**src/design/grdd_pkg.sv**
```systemverilog
// Shared types, constants and helper functions of the gaze region dwell detector.
`timescale 1ns / 1ps
`default_nettype none

package grdd_pkg;

  // Region count limits
  localparam int MAX_REGIONS         = 3;
  localparam int NUM_REGIONS_DEFAULT = 3;

  // Bundle queue between front and back
  localparam int QUEUE_DEPTH = 4;

  // Configuration port
  localparam int CFG_INDEX_W = 2;
  localparam int CFG_DATA_W  = 64;

  localparam logic [CFG_INDEX_W-1:0] REG_REGION0   = 2'd0;
  localparam logic [CFG_INDEX_W-1:0] REG_THRESHOLD = 2'd3;

  // Event kinds
  localparam logic [1:0] KIND_CONFIRM = 2'd0;
  localparam logic [1:0] KIND_ENDED   = 2'd1;
  localparam logic [1:0] KIND_SUMMARY = 2'd2;

  // Event slots per bundle: confirm/leave and end-of-record per region, then summary
  localparam int NUM_SLOTS    = 2 * MAX_REGIONS + 1;
  localparam int SUMMARY_SLOT = 2 * MAX_REGIONS;

  // Reset values of the registers
  localparam logic [CFG_DATA_W-1:0] BOUNDS_RESET [MAX_REGIONS] = '{
    64'h041B_0255_032B_0120,
    64'h0233_0000_0355_00E5,
    64'h03B8_0255_06E8_0355
  };
  localparam logic [31:0] THRESHOLD_RESET = 32'd3000;

  // Divide by 1000: (d * MULT) >> SHIFT is exact for every 32-bit d
  localparam logic [28:0] DIV1000_MULT  = 29'd274877907;
  localparam int          DIV1000_SHIFT = 38;
  localparam int          START_W       = 23;

  localparam logic [15:0] SAT16 = 16'hFFFF;

  // Region rectangle, packed as in the bounds register
  typedef struct packed {
    logic signed [15:0] bottom;
    logic signed [15:0] top;
    logic signed [15:0] right;
    logic signed [15:0] left;
  } bounds_t;

  // Input transaction
  typedef struct packed {
    logic signed [15:0] gaze_x;
    logic signed [15:0] gaze_y;
    logic [31:0]        sample_time_ms;
    logic               end_of_record;
  } in_item_t;

  // Result transaction
  typedef struct packed {
    logic [1:0]         event_kind;
    logic [1:0]         region;
    logic [START_W-1:0] start_offset_s;
    logic [31:0]        duration_ms;
    logic [15:0]        entries_region0;
    logic [15:0]        entries_region1;
    logic [15:0]        entries_region2;
    logic [15:0]        entries_total;
    logic [15:0]        fixations_total;
    logic               last_of_run;
  } out_item_t;

  // Events of one region caused by one sample
  typedef struct packed {
    logic        ev_a;        // confirm or leave
    logic        a_ended;     // ev_a is a leave (ended) event
    logic        ev_b;        // closing ended event at end of record
    logic [31:0] dur_a;
    logic [31:0] dur_b;
    logic [31:0] start_diff;  // dwell start minus record first time, floored at 0
  } region_ev_t;

  // Everything the back needs to emit the results of one sample
  typedef struct packed {
    region_ev_t [MAX_REGIONS-1:0]        reg_ev;
    logic                                summary;
    logic [MAX_REGIONS-1:0][15:0]        entries;
    logic [15:0]                         entries_total;
    logic [15:0]                         fixations_total;
  } bundle_t;

  function automatic logic [31:0] diff_floor0(input logic [31:0] a, input logic [31:0] b);
    return (a >= b) ? (a - b) : 32'd0;
  endfunction

  function automatic logic [15:0] sat_inc16(input logic [15:0] v);
    return (v == SAT16) ? v : v + 16'd1;
  endfunction

  function automatic logic is_inside(input bounds_t b, input logic signed [15:0] x,
                                     input logic signed [15:0] y);
    return (b.left < x) && (x < b.right) && (b.top < y) && (y < b.bottom);
  endfunction

endpackage

`default_nettype wire

```
**src/design/grdd_chan_if.sv**
```systemverilog
// Valid/ready channel interface carrying one payload per transaction.
`timescale 1ns / 1ps
`default_nettype none

interface grdd_chan_if #(
  parameter type payload_t = logic
);
  logic     valid;
  logic     ready;
  payload_t payload;

  modport source (output valid, output payload, input ready);
  modport sink   (input valid, input payload, output ready);
endinterface

`default_nettype wire

```
**src/design/grdd_cfg.sv**
```systemverilog
// Configuration registers: region bounds and dwell threshold.
`timescale 1ns / 1ps
`default_nettype none

module grdd_cfg #(
  parameter int NUM_REGIONS = grdd_pkg::NUM_REGIONS_DEFAULT
) (
  input  wire logic                                  clk,
  input  wire logic                                  rst,
  input  wire logic                                  cfg_write_en,
  input  wire logic [grdd_pkg::CFG_INDEX_W-1:0]      cfg_index,
  input  wire logic [grdd_pkg::CFG_DATA_W-1:0]       cfg_data,
  output grdd_pkg::bounds_t [NUM_REGIONS-1:0]        bounds,
  output logic [31:0]                                threshold
);

  // Register writes; indexes without a register are ignored
  always_ff @(posedge clk) begin
    if (rst) begin
      for (int r = 0; r < NUM_REGIONS; r++) begin
        bounds[r] <= grdd_pkg::BOUNDS_RESET[r];
      end
      threshold <= grdd_pkg::THRESHOLD_RESET;
    end else if (cfg_write_en) begin
      for (int r = 0; r < NUM_REGIONS; r++) begin
        if (cfg_index == grdd_pkg::REG_REGION0 + grdd_pkg::CFG_INDEX_W'(r)) begin
          bounds[r] <= cfg_data;
        end
      end
      if (cfg_index == grdd_pkg::REG_THRESHOLD) begin
        threshold <= cfg_data[31:0];
      end
    end
  end

endmodule

`default_nettype wire

```
**src/design/grdd_front.sv**
```systemverilog
// Front: accepts samples, tracks dwell state per region and builds event bundles.
`timescale 1ns / 1ps
`default_nettype none

module grdd_front #(
  parameter int NUM_REGIONS = grdd_pkg::NUM_REGIONS_DEFAULT
) (
  input  wire logic                                  clk,
  input  wire logic                                  rst,
  grdd_chan_if.sink                                  gaze,
  input  wire grdd_pkg::bounds_t [NUM_REGIONS-1:0]   bounds,
  input  wire logic [31:0]                           threshold,
  input  wire logic                                  q_full,
  output logic                                       push,
  output grdd_pkg::bundle_t                          bundle
);

  // Dwell state
  logic [NUM_REGIONS-1:0]       inside_flag, inside_flag_next;
  logic [NUM_REGIONS-1:0]       awaiting, awaiting_next;
  logic [NUM_REGIONS-1:0][31:0] dwell_start, dwell_start_next;
  logic [NUM_REGIONS-1:0][15:0] entry_count, entry_count_next;
  logic [15:0]                  fixation_tally, fixation_tally_next;
  logic [31:0]                  record_first_time, record_first_time_next;
  logic [31:0]                  previous_time, previous_time_next;
  logic                         first_pending;

  logic accept;
  logic any_event;

  assign gaze.ready = !q_full;
  assign accept     = gaze.valid && gaze.ready;
  assign push       = accept && any_event;

  // Per-region update and event classification
  always_comb begin
    logic        in_now, enter, ac, conf, leave, eor_ev, eor;
    logic [31:0] t, ds, dur_now, dur_prev, rft;
    logic [15:0] entry_upd;
    logic [17:0] total_sum, tally_sum;
    logic [1:0]  n_conf;

    t         = gaze.payload.sample_time_ms;
    eor       = gaze.payload.end_of_record;
    rft       = first_pending ? t : record_first_time;
    total_sum = '0;
    n_conf    = '0;
    bundle    = '0;
    any_event = 1'b0;

    for (int r = 0; r < NUM_REGIONS; r++) begin
      in_now   = grdd_pkg::is_inside(bounds[r], gaze.payload.gaze_x, gaze.payload.gaze_y);
      enter    = in_now && !inside_flag[r];
      ds       = enter ? t : dwell_start[r];
      ac       = enter || awaiting[r];
      dur_now  = grdd_pkg::diff_floor0(t, ds);
      dur_prev = grdd_pkg::diff_floor0(previous_time, dwell_start[r]);
      conf     = in_now && ac && (dur_now >= threshold);
      leave    = !in_now && inside_flag[r] && (dur_prev >= threshold);
      eor_ev   = eor && in_now && (dur_now >= threshold);

      entry_upd = (enter && !first_pending) ? grdd_pkg::sat_inc16(entry_count[r])
                                            : entry_count[r];

      inside_flag_next[r] = !eor && in_now;
      awaiting_next[r]    = !eor && in_now && ac && !conf;
      dwell_start_next[r] = eor ? 32'd0 : ds;
      entry_count_next[r] = eor ? 16'd0 : entry_upd;

      bundle.reg_ev[r].ev_a       = conf || leave;
      bundle.reg_ev[r].a_ended    = leave;
      bundle.reg_ev[r].ev_b       = eor_ev;
      bundle.reg_ev[r].dur_a      = leave ? dur_prev : 32'd0;
      bundle.reg_ev[r].dur_b      = dur_now;
      bundle.reg_ev[r].start_diff = grdd_pkg::diff_floor0(ds, rft);
      bundle.entries[r]           = entry_upd;

      total_sum = total_sum + 18'(entry_upd);
      n_conf    = n_conf + {1'b0, conf};
      any_event = any_event || conf || leave || eor_ev;
    end

    // Record totals, saturating
    tally_sum = 18'(fixation_tally) + 18'(n_conf);
    bundle.entries_total   = (total_sum > 18'(grdd_pkg::SAT16)) ? grdd_pkg::SAT16
                                                                : total_sum[15:0];
    bundle.fixations_total = (tally_sum > 18'(grdd_pkg::SAT16)) ? grdd_pkg::SAT16
                                                                : tally_sum[15:0];
    bundle.summary = eor;
    any_event      = any_event || eor;

    fixation_tally_next    = eor ? 16'd0 : bundle.fixations_total;
    record_first_time_next = eor ? 32'd0 : rft;
    previous_time_next     = eor ? 32'd0 : t;
  end

  // State registers
  always_ff @(posedge clk) begin
    if (rst) begin
      inside_flag       <= '0;
      awaiting          <= '0;
      dwell_start       <= '0;
      entry_count       <= '0;
      fixation_tally    <= '0;
      record_first_time <= '0;
      previous_time     <= '0;
      first_pending     <= 1'b1;
    end else if (accept) begin
      inside_flag       <= inside_flag_next;
      awaiting          <= awaiting_next;
      dwell_start       <= dwell_start_next;
      entry_count       <= entry_count_next;
      fixation_tally    <= fixation_tally_next;
      record_first_time <= record_first_time_next;
      previous_time     <= previous_time_next;
      first_pending     <= gaze.payload.end_of_record;
    end
  end

endmodule

`default_nettype wire

```
**src/design/grdd_queue.sv**
```systemverilog
// Short FIFO of event bundles between front and back.
`timescale 1ns / 1ps
`default_nettype none

module grdd_queue (
  input  wire logic              clk,
  input  wire logic              rst,
  input  wire logic              push,
  input  wire grdd_pkg::bundle_t push_data,
  input  wire logic              pop,
  output grdd_pkg::bundle_t      head,
  output logic                   empty,
  output logic                   full
);

  localparam int DEPTH = grdd_pkg::QUEUE_DEPTH;
  localparam int PTR_W = $clog2(DEPTH);
  localparam int CNT_W = $clog2(DEPTH + 1);

  grdd_pkg::bundle_t mem [DEPTH];
  logic [PTR_W-1:0]  wr_ptr, rd_ptr;
  logic [CNT_W-1:0]  count;
  logic              do_push, do_pop;

  assign empty   = (count == '0);
  assign full    = (count == CNT_W'(DEPTH));
  assign do_push = push && !full;
  assign do_pop  = pop && !empty;
  assign head    = mem[rd_ptr];

  // Storage
  always_ff @(posedge clk) begin
    if (do_push) begin
      mem[wr_ptr] <= push_data;
    end
  end

  // Pointers and fill level
  always_ff @(posedge clk) begin
    if (rst) begin
      wr_ptr <= '0;
      rd_ptr <= '0;
      count  <= '0;
    end else begin
      if (do_push) begin
        wr_ptr <= (wr_ptr == PTR_W'(DEPTH - 1)) ? '0 : wr_ptr + PTR_W'(1);
      end
      if (do_pop) begin
        rd_ptr <= (rd_ptr == PTR_W'(DEPTH - 1)) ? '0 : rd_ptr + PTR_W'(1);
      end
      unique case ({do_push, do_pop})
        2'b10:   count <= count + CNT_W'(1);
        2'b01:   count <= count - CNT_W'(1);
        default: count <= count;
      endcase
    end
  end

endmodule

`default_nettype wire

```
**src/design/grdd_back.sv**
```systemverilog
// Back: walks the head bundle one event at a time, scales the start offset, drives results.
`timescale 1ns / 1ps
`default_nettype none

module grdd_back (
  input  wire logic              clk,
  input  wire logic              rst,
  input  wire grdd_pkg::bundle_t head,
  input  wire logic              q_empty,
  output logic                   pop,
  grdd_chan_if.source            result
);

  localparam int NS = grdd_pkg::NUM_SLOTS;

  typedef struct packed {
    logic [1:0]                          kind;
    logic [1:0]                          region;
    logic [31:0]                         start_diff;
    logic [31:0]                         dur;
    logic [grdd_pkg::MAX_REGIONS-1:0][15:0] entries;
    logic [15:0]                         entries_total;
    logic [15:0]                         fixations_total;
    logic                                last;
  } stage_t;

  logic [NS-1:0] done;
  logic [NS-1:0] slots, pending, pick;
  logic          found, last_pick, take;
  stage_t        sel, s1;
  logic          s1_valid, s1_ready, s2_load;
  logic [60:0]   prod;

  // Slot pick: lowest pending event of the head bundle
  always_comb begin
    slots = '0;
    for (int r = 0; r < grdd_pkg::MAX_REGIONS; r++) begin
      slots[2*r]   = head.reg_ev[r].ev_a;
      slots[2*r+1] = head.reg_ev[r].ev_b;
    end
    slots[grdd_pkg::SUMMARY_SLOT] = head.summary;
    pending = q_empty ? '0 : (slots & ~done);

    pick  = '0;
    found = 1'b0;
    for (int i = 0; i < NS; i++) begin
      if (pending[i] && !found) begin
        pick[i] = 1'b1;
        found   = 1'b1;
      end
    end
    last_pick = ((pending & ~pick) == '0);
  end

  // Field selection for the picked event
  always_comb begin
    sel = '0;
    for (int r = 0; r < grdd_pkg::MAX_REGIONS; r++) begin
      if (pick[2*r]) begin
        sel.kind       = head.reg_ev[r].a_ended ? grdd_pkg::KIND_ENDED : grdd_pkg::KIND_CONFIRM;
        sel.region     = 2'(r);
        sel.start_diff = head.reg_ev[r].start_diff;
        sel.dur        = head.reg_ev[r].dur_a;
      end
      if (pick[2*r+1]) begin
        sel.kind       = grdd_pkg::KIND_ENDED;
        sel.region     = 2'(r);
        sel.start_diff = head.reg_ev[r].start_diff;
        sel.dur        = head.reg_ev[r].dur_b;
      end
    end
    if (pick[grdd_pkg::SUMMARY_SLOT]) begin
      sel.kind            = grdd_pkg::KIND_SUMMARY;
      sel.entries         = head.entries;
      sel.entries_total   = head.entries_total;
      sel.fixations_total = head.fixations_total;
    end
    sel.last = last_pick;
  end

  // Two-stage elastic pipeline: S1 holds the event, output register holds the result
  assign s2_load  = s1_valid && (!result.valid || result.ready);
  assign s1_ready = !s1_valid || s2_load;
  assign take     = found && s1_ready;
  assign pop      = take && last_pick;

  // Progress through the head bundle
  always_ff @(posedge clk) begin
    if (rst) begin
      done <= '0;
    end else if (take) begin
      done <= last_pick ? '0 : (done | pick);
    end
  end

  // Stage 1
  always_ff @(posedge clk) begin
    if (rst) begin
      s1_valid <= 1'b0;
    end else if (s1_ready) begin
      s1_valid <= found;
    end
  end

  always_ff @(posedge clk) begin
    if (take) begin
      s1 <= sel;
    end
  end

  // Whole seconds by reciprocal multiplication
  assign prod = {29'd0, s1.start_diff} * {32'd0, grdd_pkg::DIV1000_MULT};

  // Output register
  always_ff @(posedge clk) begin
    if (rst) begin
      result.valid <= 1'b0;
    end else if (s2_load) begin
      result.valid <= 1'b1;
    end else if (result.ready) begin
      result.valid <= 1'b0;
    end
  end

  always_ff @(posedge clk) begin
    if (s2_load) begin
      result.payload.event_kind      <= s1.kind;
      result.payload.region          <= s1.region;
      result.payload.start_offset_s  <= prod[grdd_pkg::DIV1000_SHIFT +: grdd_pkg::START_W];
      result.payload.duration_ms     <= s1.dur;
      result.payload.entries_region0 <= s1.entries[0];
      result.payload.entries_region1 <= s1.entries[1];
      result.payload.entries_region2 <= s1.entries[2];
      result.payload.entries_total   <= s1.entries_total;
      result.payload.fixations_total <= s1.fixations_total;
      result.payload.last_of_run     <= s1.last;
    end
  end

endmodule

`default_nettype wire

```
**src/design/gaze_region_dwell_detector.sv**
```systemverilog
// Gaze region dwell detector: top level.
//
// Samples arrive on the gaze channel (valid/ready, payload grdd_pkg::in_item_t)
// and events leave on the result channel (payload grdd_pkg::out_item_t); a
// transaction completes when valid and ready are both high at a clock edge.
// Registers are written through cfg_write_en / cfg_index / cfg_data; the user
// must do so only while idle; the block does not enforce it. The front
// classifies each sample against all regions in the cycle it is accepted and
// queues one bundle of events (up to seven) in a four-entry queue. The back
// takes one event per cycle, unless stalled, through two register stages. A
// sample is accepted every cycle while the queue has room; the back drains one
// result per cycle while the receiver takes them; a bundle stays queued until
// all its events are taken, and the queue absorbs bursts. Samples causing no
// result never enter the queue. When the receiver stalls, the output register
// holds its result, the pipeline and then the queue fill, and gaze.ready drops.
// Synchronous reset restores register defaults and clears all dwell state, the
// queue and the pipeline at once; the block is ready the cycle after reset.
`timescale 1ns / 1ps
`default_nettype none

module gaze_region_dwell_detector #(
  parameter int NUM_REGIONS = grdd_pkg::NUM_REGIONS_DEFAULT
) (
  input  wire logic                             clk,
  input  wire logic                             rst,
  input  wire logic                             cfg_write_en,
  input  wire logic [grdd_pkg::CFG_INDEX_W-1:0] cfg_index,
  input  wire logic [grdd_pkg::CFG_DATA_W-1:0]  cfg_data,
  grdd_chan_if.sink                             gaze,
  grdd_chan_if.source                           result
);

  grdd_pkg::bounds_t [NUM_REGIONS-1:0] bounds;
  logic [31:0]                         threshold;
  grdd_pkg::bundle_t                   push_bundle, head;
  logic                                push, pop, q_empty, q_full;

  grdd_cfg #(.NUM_REGIONS(NUM_REGIONS)) u_cfg (
    .clk          (clk),
    .rst          (rst),
    .cfg_write_en (cfg_write_en),
    .cfg_index    (cfg_index),
    .cfg_data     (cfg_data),
    .bounds       (bounds),
    .threshold    (threshold)
  );

  grdd_front #(.NUM_REGIONS(NUM_REGIONS)) u_front (
    .clk       (clk),
    .rst       (rst),
    .gaze      (gaze),
    .bounds    (bounds),
    .threshold (threshold),
    .q_full    (q_full),
    .push      (push),
    .bundle    (push_bundle)
  );

  grdd_queue u_queue (
    .clk       (clk),
    .rst       (rst),
    .push      (push),
    .push_data (push_bundle),
    .pop       (pop),
    .head      (head),
    .empty     (q_empty),
    .full      (q_full)
  );

  grdd_back u_back (
    .clk     (clk),
    .rst     (rst),
    .head    (head),
    .q_empty (q_empty),
    .pop     (pop),
    .result  (result)
  );

endmodule

`default_nettype wire

```
**src/flat_wrapper.sv**
```systemverilog
// flat-port wrapper written by rule: the top's interface ports become plain ports
module gaze_region_dwell_detector_flat import grdd_pkg::*;
#(
  parameter int NUM_REGIONS = grdd_pkg::NUM_REGIONS_DEFAULT
)
  (clk, rst, cfg_write_en, cfg_index, cfg_data, gaze_valid, gaze_payload, gaze_ready, result_valid, result_payload, result_ready);
  grdd_chan_if #(.payload_t(in_item_t)) gaze_i ();
  grdd_chan_if #(.payload_t(out_item_t)) result_i ();
  input  wire logic clk;
  input  wire logic rst;
  input  wire logic cfg_write_en;
  input  wire logic [grdd_pkg::CFG_INDEX_W-1:0] cfg_index;
  input  wire logic [grdd_pkg::CFG_DATA_W-1:0] cfg_data;
  input wire logic [$bits(gaze_i.valid)-1:0] gaze_valid;
  input wire logic [$bits(gaze_i.payload)-1:0] gaze_payload;
  output wire logic [$bits(gaze_i.ready)-1:0] gaze_ready;
  output wire logic [$bits(result_i.valid)-1:0] result_valid;
  output wire logic [$bits(result_i.payload)-1:0] result_payload;
  input wire logic [$bits(result_i.ready)-1:0] result_ready;
  assign gaze_i.valid = gaze_valid;
  assign gaze_i.payload = gaze_payload;
  assign gaze_ready = gaze_i.ready;
  assign result_valid = result_i.valid;
  assign result_payload = result_i.payload;
  assign result_i.ready = result_ready;
  gaze_region_dwell_detector #(.NUM_REGIONS(NUM_REGIONS)) u_core (.clk(clk), .rst(rst), .cfg_write_en(cfg_write_en), .cfg_index(cfg_index), .cfg_data(cfg_data), .gaze(gaze_i), .result(result_i));
endmodule
```
**config.mk**
```make
export PLATFORM = sky130hd
export DESIGN_NAME = gaze_region_dwell_detector_flat
export DESIGN_NICKNAME = d
export VERILOG_FILES = /design/src/design/grdd_pkg.sv /design/src/design/grdd_chan_if.sv /design/src/design/grdd_cfg.sv /design/src/design/grdd_front.sv /design/src/design/grdd_queue.sv /design/src/design/grdd_back.sv /design/src/design/gaze_region_dwell_detector.sv /design/src/flat_wrapper.sv
export SDC_FILE = /design/constraint.sdc
export NUM_CORES = 2
export LEC_CHECK = 0
export BUFFER_PORTS_ARGS = -buffer_cell sky130_fd_sc_hd__buf_2
export CAP_MARGIN = 20
export CORE_MARGIN = 2
export CORE_UTILIZATION = 60
export DETAILED_ROUTE_END_ITERATION = 16
export GPL_TIMING_DRIVEN = 0
export PLACE_DENSITY = 0.82
export SLEW_MARGIN = 10
export SYNTH_ARGS = -nofsm -noshare
export SYNTH_HDL_FRONTEND = slang
export SYNTH_SLANG_ARGS = --single-unit
export TNS_END_PERCENT = 50
```
**constraint.sdc**
```tcl
create_clock -name clk -period 41 [get_ports clk]
set_input_delay 6.15 -clock clk [delete_from_list [all_inputs] [get_ports clk]]
set_output_delay 6.15 -clock clk [all_outputs]
set_load 0.005 [all_outputs]
```
==> results.md <==
- Outcome: finished, final reports clean
- CTS H-tree depth: 4
- Final ANT Viol Nets: 0
- Crit share post-route: between 40% and 50%
- Largest net degree at the start of global routing: 54
- Number of global-route vias before repair: 90,950
- Postcts setup bufs: 0
- # resized after CTS: 0
- Post-Syn Area: 125,400 um2
- Fraction of the mapped netlist area in simple logic gates: under 10%
- Worst-skew pair later-pin latency: 0.92 ns
- Clock transition at the registers of the reported paths: about 0.060 ns
- Post-synthesis mux area share: 8.025%
- Classification of the worst setup path: in2reg
- Via density: 6.632
- Core area: 207,500 um2
- Post-route DRC violation count: 0
- Largest family of logic cells by synthesized area: adder cells
- GPL Wtd Cong: approximately 1.1
- Clock sinks: 2,274
- CP Max Fanout: 10
- Die height: 461.2 um
- Worst Skew: 0.08857 ns
- Finished Layout Cells: 13,830
- Main area contributors after synthesis: edfxtp_1, ha_1, dfxtp_1, mux4_2, fa_1
- Number of flops mapped to enable cells by yosys: approximately 1,800
- Initial Utilization: between 60% and 70%
- All-layer global routing usage: 41.46%
- Yosys top cell by area: edfxtp_1
- Clock Path Buffers: 3
- Unrepaired setup endpoints after global routing: no
- Placed insts: between 10,000 and 15,000
- Pins Over Slew Limit: 0
- Highest Clock Rate: slightly below 50 MHz
- Cts hold-fix bufs: 0
- Synth Area in Compound Gates: ~10%
- Row count: 167
- Routed len/inst: 32.02 um
- Met3 Use GR: 9.995%
- Overflow left after global routing: 0
- Syn-to-layout area delta: 11.21%
- Met1 usage: 50.07%
- HP Class: reg2reg
- Fraction of layout cells with a size suffix above 1: a little under an eighth
- Max cap viols: 0
- Global-route wire length before repair: 627.1 mm
- CTS root buffer: clkbuf_16
- CP Launch Type: input pin
- Critical Path RT: 41.59 ns
- Post-Synth Adder-Cell Area: between 10% and 20%
- Drt first pass iters: 8
- Met2 Use GR: approximately two thirds
- I/O pins: approximately 280
- Post-synthesis async set-or-reset flop share: 0%
- Mapped Nets: 11,760
- Top cells by count, synth: edfxtp_1, ha_1, inv_1
- Post-Synthesis Cells: about 10,000
- Yosys Warn Count: 0
- Synth Flop Type: edfxtp_1
- Setup TNS Final: 0 ns
- Post-Synth XOR/XNOR Area: 1.907%
- TritonCTS clock tree: yes
- DR vias: roughly 92,000
- Die ar.: 212,700 um2
- Antenna violations before repair: 53
- Netlist cell types: 101
- Final Net Count: 12,340
- Worst Setup End Kind: flop
- Final setup vio count: 0
- Port Buffer Count: 276
- Arrival time at the worst endpoint: about 21 ns
- Top-area cell type share of the netlist area: 43.13%
- Hold Fails Final Rpt: 0
- Die X-Extent: 461.2 um
- Iteration-0 DRC Markers: 12,320
- GR peak layer: met2
- Syn Area/Cell: ~12 um2
- CP max-delay cell: nor3_1
- Top-count cell post-synth: edfxtp_1
- Synth Register Bits: around 2,300
- Largest stage delay, worst path: 1.00 ns
- DPL Wire Length: approximately 330 mm
- Detailed Route WL: between 400 and 500 mm
- Total CTS buffers: 224
- Sequential fraction of the synthesis area: approximately half
- Worst Tran Pin Value: 1.343 ns
- Max-Slew Margin vs Limit: roughly a tenth
- Final min period: between 20 and 25 ns
cells in the final DEF, fill, tap and decap left out, types with 89 or more instances in the layout:
master / count
edfxtp_1: 1801
ha_1: 1074
inv_1: 923
nand2_1: 811
nor2_1: 659
a21oi_1: 634
dfxtp_1: 473
mux4_2: 377
clkbuf_1: 347
fa_1: 327
buf_2: 315
o21ai_0: 283
clkbuf_16: 224
a21o_1: 216
and3_1: 209
nor3_1: 182
xnor2_1: 157
nand3_1: 151
xor2_1: 116
a22oi_1: 93
and2_1: 89
nand4_1: 89
worst max-delay path, delay by kind of cell:
| kind | cells | cell delay (ns) |
|---|---|---|
| compound gates | 16 | 4.46 |
| simple gates | 14 | 4.13 |
| mux | 2 | 1.28 |
| buf+inv | 9 | 2.39 |
| fa+ha+maj | 6 | 2.37 |
state kept, by name, indices dropped and copies added (netlist names), 7 cells and up, named ones only:
| signal | flops |
|---|---|
| u_core.u_back.s1 | 149 |
| u_core.u_back.result.payload | 140 |
| u_core.u_front.fixation_tally | 16 |
| u_core.u_cfg.threshold | 32 |
| u_core.u_front.dwell_start | 96 |
| u_core.u_back.done | 7 |
| u_core.u_cfg.bounds | 192 |
| u_core.u_front.entry_count | 48 |
| u_core.u_queue.mem | 1512 |
| u_core.u_front.record_first_time | 32 |
| u_core.u_front.previous_time | 32 |
metal layers:
metal  up-vias  routed length, um  share of wire (%)
met5         -                184              0.042
met4        26              39840                9.0
met3      1534              47020                 11
met2      6143             201900                 46
met1     45080             153800                 35
li1      38910                  -                  -
stage by stage:
step	hold WS, ns	worst slack (ns)	instance area [um2]	utilization, %
global route	0.4021	20.57	139400	67.17
floorplan	0.4003	18.89	125400	-
detailed placement	0.4045	20.66	131800	63.50
finish	0.3937	20.77	139500	67.21
global placement	0.4014	6.530	130300	62.78
CTS	0.3909	21.35	139300	67.14
final timing paths:
path / cells after the start / end / start / slack, ns
hold reg to reg: 0 / u_core.u_back.result.payload[84] / u_core.u_back.s1[84] / 0.39
hold / removal: 0 / u_core.u_back.result.payload[84] / u_core.u_back.s1[84] / 0.39
setup reg to reg: 43 / u_core.u_queue.mem[1][6] / u_core.u_cfg.bounds[59] / 25.97
setup / recovery: 47 / u_core.u_queue.mem[1][6] / gaze_payload[50] / 20.77
cell families (layout without fill, tap and decap cells):
| family | Yosys count | in the layout |
|---|---|---|
| AOI/OAI and AO/OA | 1873 | 1873 |
| xor gates and xnor gates | 273 | 273 |
| adders and majority gates | 1402 | 1402 |
| buffers and inverters | 1319 | 2095 |
| DFF | 2274 | 2274 |
| muxes | 525 | 525 |
| other | 0 | 36 |
| and+or+nand+nor | 2561 | 2561 |
layout make-up:
| cell class | count | area [um2] |
|---|---|---|
| flip-flops and latches | 2274 | 63550 |
| repair buffers | 351 | 2839 |
| plain buffers | 395 | 1541 |
| inverters | 924 | 3468 |
| clock buffers | 265 | 5779 |
| diodes | 36 | 90.09 |
| well taps | 2788 | 3488 |
| fillers | 14550 | 68040 |
| multi-input cells | 6634 | 56920 |
| clock inverters | 160 | 1774 |
Power is not shown: default switching activity piles up to over one toggle a cycle in this logic, so the estimate is an artifact.
